==> src/hdl/lcs_pkg.sv <==
package lcs_pkg;

  // width of a row score and of the reported length
  localparam int unsigned SCORE_W = 11;
  localparam int unsigned SYMBOL_W = 8;
  localparam int unsigned POSITION_W = 10;
  localparam int unsigned KIND_W = 2;

  // depth of the queue between front and back (power of two)
  localparam int unsigned QUEUE_DEPTH = 2;

  // item kinds, codes as carried on the input
  typedef enum logic [KIND_W-1:0] {
    OP_LOAD   = 2'd0,
    OP_BYTE   = 2'd1,
    OP_FINISH = 2'd2
  } op_t;

  // one classified item waiting for the back part
  typedef struct packed {
    op_t                   op;
    logic [SYMBOL_W-1:0]   symbol;
    logic [POSITION_W-1:0] position;
  } q_item_t;

  // back part sequencer states
  typedef enum logic [2:0] {
    ST_CLEAR,
    ST_IDLE,
    ST_SWEEP,
    ST_FIN_RD,
    ST_FIN_WAIT
  } back_state_t;

  // status of the back part seen by the top level
  typedef struct packed {
    logic init_done;
    logic fin_capture;
  } back_status_t;

endpackage

==> src/hdl/lcs_queue.sv <==
module lcs_queue (
  input  logic             clk,
  input  logic             rst,
  input  logic             push,
  input  lcs_pkg::q_item_t push_item,
  output logic             full,
  input  logic             pop,
  output logic             head_valid,
  output lcs_pkg::q_item_t head
);

  localparam int unsigned PTR_W = (lcs_pkg::QUEUE_DEPTH > 1) ?
                                  $clog2(lcs_pkg::QUEUE_DEPTH) : 1;
  localparam int unsigned CNT_W = $clog2(lcs_pkg::QUEUE_DEPTH + 1);

  lcs_pkg::q_item_t slots [lcs_pkg::QUEUE_DEPTH];
  logic [PTR_W-1:0] wr_ptr;
  logic [PTR_W-1:0] rd_ptr;
  logic [CNT_W-1:0] count;

  assign full       = (count == CNT_W'(lcs_pkg::QUEUE_DEPTH));
  assign head_valid = (count != '0);
  assign head       = slots[rd_ptr];

  // pointers and fill count
  always_ff @(posedge clk) begin
    if (rst) begin
      wr_ptr <= '0;
      rd_ptr <= '0;
      count  <= '0;
    end else begin
      if (push) begin
        wr_ptr <= wr_ptr + PTR_W'(1);
      end
      if (pop) begin
        rd_ptr <= rd_ptr + PTR_W'(1);
      end
      if (push && !pop) begin
        count <= count + CNT_W'(1);
      end else if (pop && !push) begin
        count <= count - CNT_W'(1);
      end
    end
  end

  // item storage
  always_ff @(posedge clk) begin
    if (push) begin
      slots[wr_ptr] <= push_item;
    end
  end

endmodule

==> config.mk <==
export PLATFORM = sky130hd
export DESIGN_NAME = lcs_queue
export DESIGN_NICKNAME = d
export VERILOG_FILES = /design/src/hdl/lcs_pkg.sv /design/src/hdl/lcs_queue.sv
export SDC_FILE = /design/constraint.sdc
export NUM_CORES = 1
export LEC_CHECK = 0
export ABC_CLOCK_PERIOD_IN_PS = 1650
export BUFFER_PORTS_ARGS = -buffer_cell sky130_fd_sc_hd__buf_2
export CORE_MARGIN = 8
export CORE_UTILIZATION = 45
export DETAILED_ROUTE_END_ITERATION = 10
export PLACE_DENSITY = 0.8
export REMOVE_ABC_BUFFERS = 1
export SYNTH_ARGS = -nofsm -noshare
export SYNTH_HDL_FRONTEND = slang
export SYNTH_SLANG_ARGS = --single-unit
export TNS_END_PERCENT = 1
==> constraint.sdc <==
create_clock -name clk -period 1.65 [get_ports clk]
set_clock_uncertainty 0.05 [all_clocks]
set_input_delay 0.0825 -clock clk [delete_from_list [all_inputs] [get_ports clk]]
set_output_delay 0.0825 -clock clk [all_outputs]
set_load 0.02 [all_outputs]
### Yosys cells after proc, flatten, opt, wreduce, memory -nomap -nowiden

Memory sizes are Yosys's and may differ from the RTL's. A register that Yosys moved wholly into a read port is not among the register bits.
Cells that the tools add are included.

* flip-flop bits (word level): 4
* bits in latches: 0
* bits in writable memories: 40
* ROM bits: 0
* bits of input ports: 24
* output and inout port bits: 22
* word-level logic and storage cells: 21
* memories kept: 1

Memories
* slots: words 2, bits a word 20, read ports 1, clocked after memory_dff 1, write ports 1, line lcs_queue.sv:16 `lcs_pkg::q_item_t slots [lcs_pkg::QUEUE_DEPTH];`

* add/subtract/negate cells: 4
* multipliers: 0
* div/mod/pow operators: 0
* $lt $le $gt $ge: 0
* equal/unequal tests: 1
* shift-type cells: 0
* muxes and demuxes: 6
* bitwise gates (word level): 0
* reductions and logical operators: 6

Operators by type and width (count)
* $mux W1: 4
* $mux W2: 2
* $reduce_bool A2 Y1: 2
* $add A1 B1 Y1 const B: 2
* $add A2 B1 Y2 const B: 1
* $eq A2 B2 Y1 const B: 1
* $logic_and A1 B1 Y1: 2
* $logic_not A1 Y1: 2
* $sub A2 B1 Y2 const B: 1

### Longest topological paths before layout

* depth after elaboration: 4
* gate-level depth with buffers: 5
* gate-level depth less buffers: 5

### Least setup slack after synthesis

OpenSTA, ideal clock, no wires.

* path type: flip-flop to flip-flop
* from: register wr_ptr
* to: memory slots[0][0] in the netlist's numbering, enable pin
* library setup time: 0.399 ns
* arrival time: 1.240 ns
* required time: 1.201 ns
* path slack: -0.039 ns
* cell stages (with the launch flop): 2
* path buffers: 0
* clock period less this slack: 1.689 ns
* cell sequence: dfxtp_1 -> nor2b_1

RTL lines
* start, declared: line lcs_queue.sv:17 `logic [PTR_W-1:0] wr_ptr;`
* start signal, assigned: line lcs_queue.sv:33 `wr_ptr <= wr_ptr + PTR_W'(1);`
* end, declared: line lcs_queue.sv:16

Straight into the memory's write port.

==> qor.yml <==
placed_design:
  globalplace.congestion: 0.635
  dp_hpwl_mm: 2.09
  numPortBuffers: 45
  dp_slack_ns: 0.417
  dp_cells: 180
drt:
  drtIter0Drc: 24
  via_per_inst: 4.52
  vias: 954
  drcViolationCount: 0
  drtPass1Iterations: 4
  wirelength_mm: 3.02
  wl_per_cell_um: 14.3
  antenna_left: 0
timing:
  post-route-period-util: 0.947
  max_freq_mhz: 640
  finalSetupViolations: 0
  slew_headroom: 0.871
  worst_slew_pin_slew_ns: 0.193
  timing.final.ws_setup_ns: 0.0870
  hold_violations: 0
  period_needed_ns: 1.56
  rsz0062_at_grt: "false"
  drv_slew: 0
critical_path:
  cp-start-kind: "flip-flop"
  critical_path.slowest_cell: "mux2_2"
  cp_data_arrival_time_ns: 1.43
  required_ns: 1.52
  end_kind: "output port"
  crit_path_max_incr_delay_ns: 0.37
  cp_cell_sequence: "buf_6 -> mux2_2 -> buf_2"
  path_max_fanout: 20
  path_class: "reg2out"
  regToRegSetupSlack_ns: 0.35
  timing.rr.end: "wr_ptr"
  worst_r2r_path_depth: 3
  r2r-start: "wr_ptr"
yosys:
  syn_area_sq_um: 1650
  synthAdderAreaFrac: 0.00760
  ys_ff_latch: 45
  synthMuxAreaShare: 0.137
  syn_avg_cell_area_sq_um: 19.6
  synth_top_family_by_area: "multiplexers"
  synth_cell_types: 16
  yosysSeqAreaShare: 0.790
  synth_xor_xnor_area_share: 0.0213
  ys_warn_count: 0
  synth-simple-area-share: 0.0296
  post-synth-top-area-cell: "edfxtp_1"
  synth_top_area_share: 0.729
  syn_inst: 84
  synth_compound_area_frac: 0.00608
  ys_top_cells_by_area: "edfxtp_1 (73%), mux2_2 (14%), dfxtp_1 (6.1%), xnor2_1 (1.1%), xor2_1 (1.1%)"
floorplan:
  fp.dieH_um: 76.5
  fp.dieArea_sq_um: 5850
  fp.dieW_um: 76.5
  fp.coreArea_sq_um: 3580
  start_util: 0.460
  rows: 22
  ios: 46
clocking:
  ctsRootBufferMaster: "clkbuf_4"
  cts_htree_levels: 2
  post_cts_buffers: 0
  cts.clk_slew.worst_paths_ns: 0.12
  worstSkewPairLatency_ns: 0.35
  cts_sinks: 45
  cts_tree: "built"
  cts_buffer_depth: 2
  cts_buffers: 5
layout:
  fin_cells: 211
  layout_common_cells: "buf_2 (45), edfxtp_1 (40), dlygate4sd3_1 (23)"
  antenna_cells: 0
  area_growth_pct: 37.0
  post-route-util: 0.630
  drive_gt1_frac: 0.497
  final_common_cell: "buf_2"
  final_nets: 187
  multi_input_area_sq_um: 334
  fillers: 287
  seq_area_sq_um: 1300
global_routing:
  overflow: 0
  grt_max_degree: 21
  antenna_found_initial: 0
  grt_pass1_wl_mm: 4.97
  grt_use_total: 0.109
  grt_pass1_vias: 1091
worst_hold_path:
  min_to: "count[0]"
  worstHoldStart: "push"
  hold_path_depth: 4
  holdCritPathClass: "in2reg"
flow_run:
  cap_violations: 0
power:
  switching_share: 0.254
  p_leak_nw: 0.874
  power_frac_comb: 0.177
  cellInternalPower_w: 0.00168
  ir_worst_vdd_mv: 0.629
  powerDensity_nw_per_um2: 995
  power_frac_seq: 0.599
  p_sw_w: 0.000569
  p_total_w: 0.00224
  clockPowerShare: 0.224
status:
  outcome: "complete, no violations"
-- synth_stat cells --
master    number
or3_1          1
inv_1          1
buf_2          2
ha_1           1
dfxtp_1        5
edfxtp_1      40
o21ai_0        1
xor2_1         2
nor2_1         4
and2b_2        1
xnor2_1        2
and2_1         1
or2_2          1
nor2b_1        1
mux2_2        20
a21oi_1        1
-- sequential cells by signal, indices dropped and copies added (netlist names), named ones only --
name / flops
count: 2
wr_ptr: 1
slots: 40
rd_ptr: 1
-- per-stage QoR --
step | instance area, sq um | TNS (ns) | hold slack, ns
after CTS | 2260 | 0 | 0.146
after detailed placement | 1960 | 0 | 0.224
after global placement | 1960 | 0 | 0.220
final | 2260 | 0 | 0.159
after floorplan | 1640 | -0.787 | 0.102
after global routing | 2260 | 0 | 0.170
-- worst max path at each step --
stage	cells after the start	endpoint	slack (ns)
after detailed placement	3	head[1]	0.42
after global routing	3	head[1]	0.01
after global placement	3	head[13]	0.43
after CTS	3	head[1]	0.05
after floorplan	1	slots[0][0]	-0.04
final	3	head[1]	0.09
-- power groups by stage --
stage | combinational [W] | sequential (W) | clock [W]
finish | 0.000397 | 0.00134 | 0.000503
global route | 0.000433 | 0.00135 | 0.000560
CTS | 0.000403 | 0.00134 | 0.000529
detailed placement | 0.000355 | 0.00137 | 0
global placement | 0.000346 | 0.00137 | 0
floorplan | 0.000208 | 0.00138 | 0
-- logic make-up after synthesis --
logic type      count (synthesis)
xor+xnor                        4
buf+inv                         3
fa+ha+maj                       1
mux                            20
compound gates                  2
flops                          45
simple gates                    9
-- final cells by class --
type / instances / area share
Tap cell: 48 / 0.0266
Multi-Input combinational cell: 36 / 0.148
Inverter: 1 / 0.00166
Clock buffer: 5 / 0.0166
Sequential cell: 45 / 0.577
Clock inverter: 3 / 0.00998
Timing Repair Buffer: 73 / 0.220
-- worst max-delay path, delay by kind of cell (launching register included) --
family | cells | cell delay (ns)
buffers and inverters | 2 | 0.37
multiplexers | 1 | 0.37
flip-flops | 1 | 0.34
-- what timing repair did --
action | 4_1_cts | 5_1_grt
hold endpoints to repair | 45 | 0
hold buffers | 23 | 0
resized for setup | 1 | 0
setup endpoints to repair | 2 | 0
-- layer usage --
layer | share of wire | global-route usage | up-vias
met5 | 0 | 0 | -
met4 | 0.017 | 0.0577 | 0
met3 | 0.066 | 0.0436 | 4
met2 | 0.52 | 0.198 | 30
met1 | 0.40 | 0.102 | 446
li1 | - | - | 474
(Power assumes the default switching activity.)
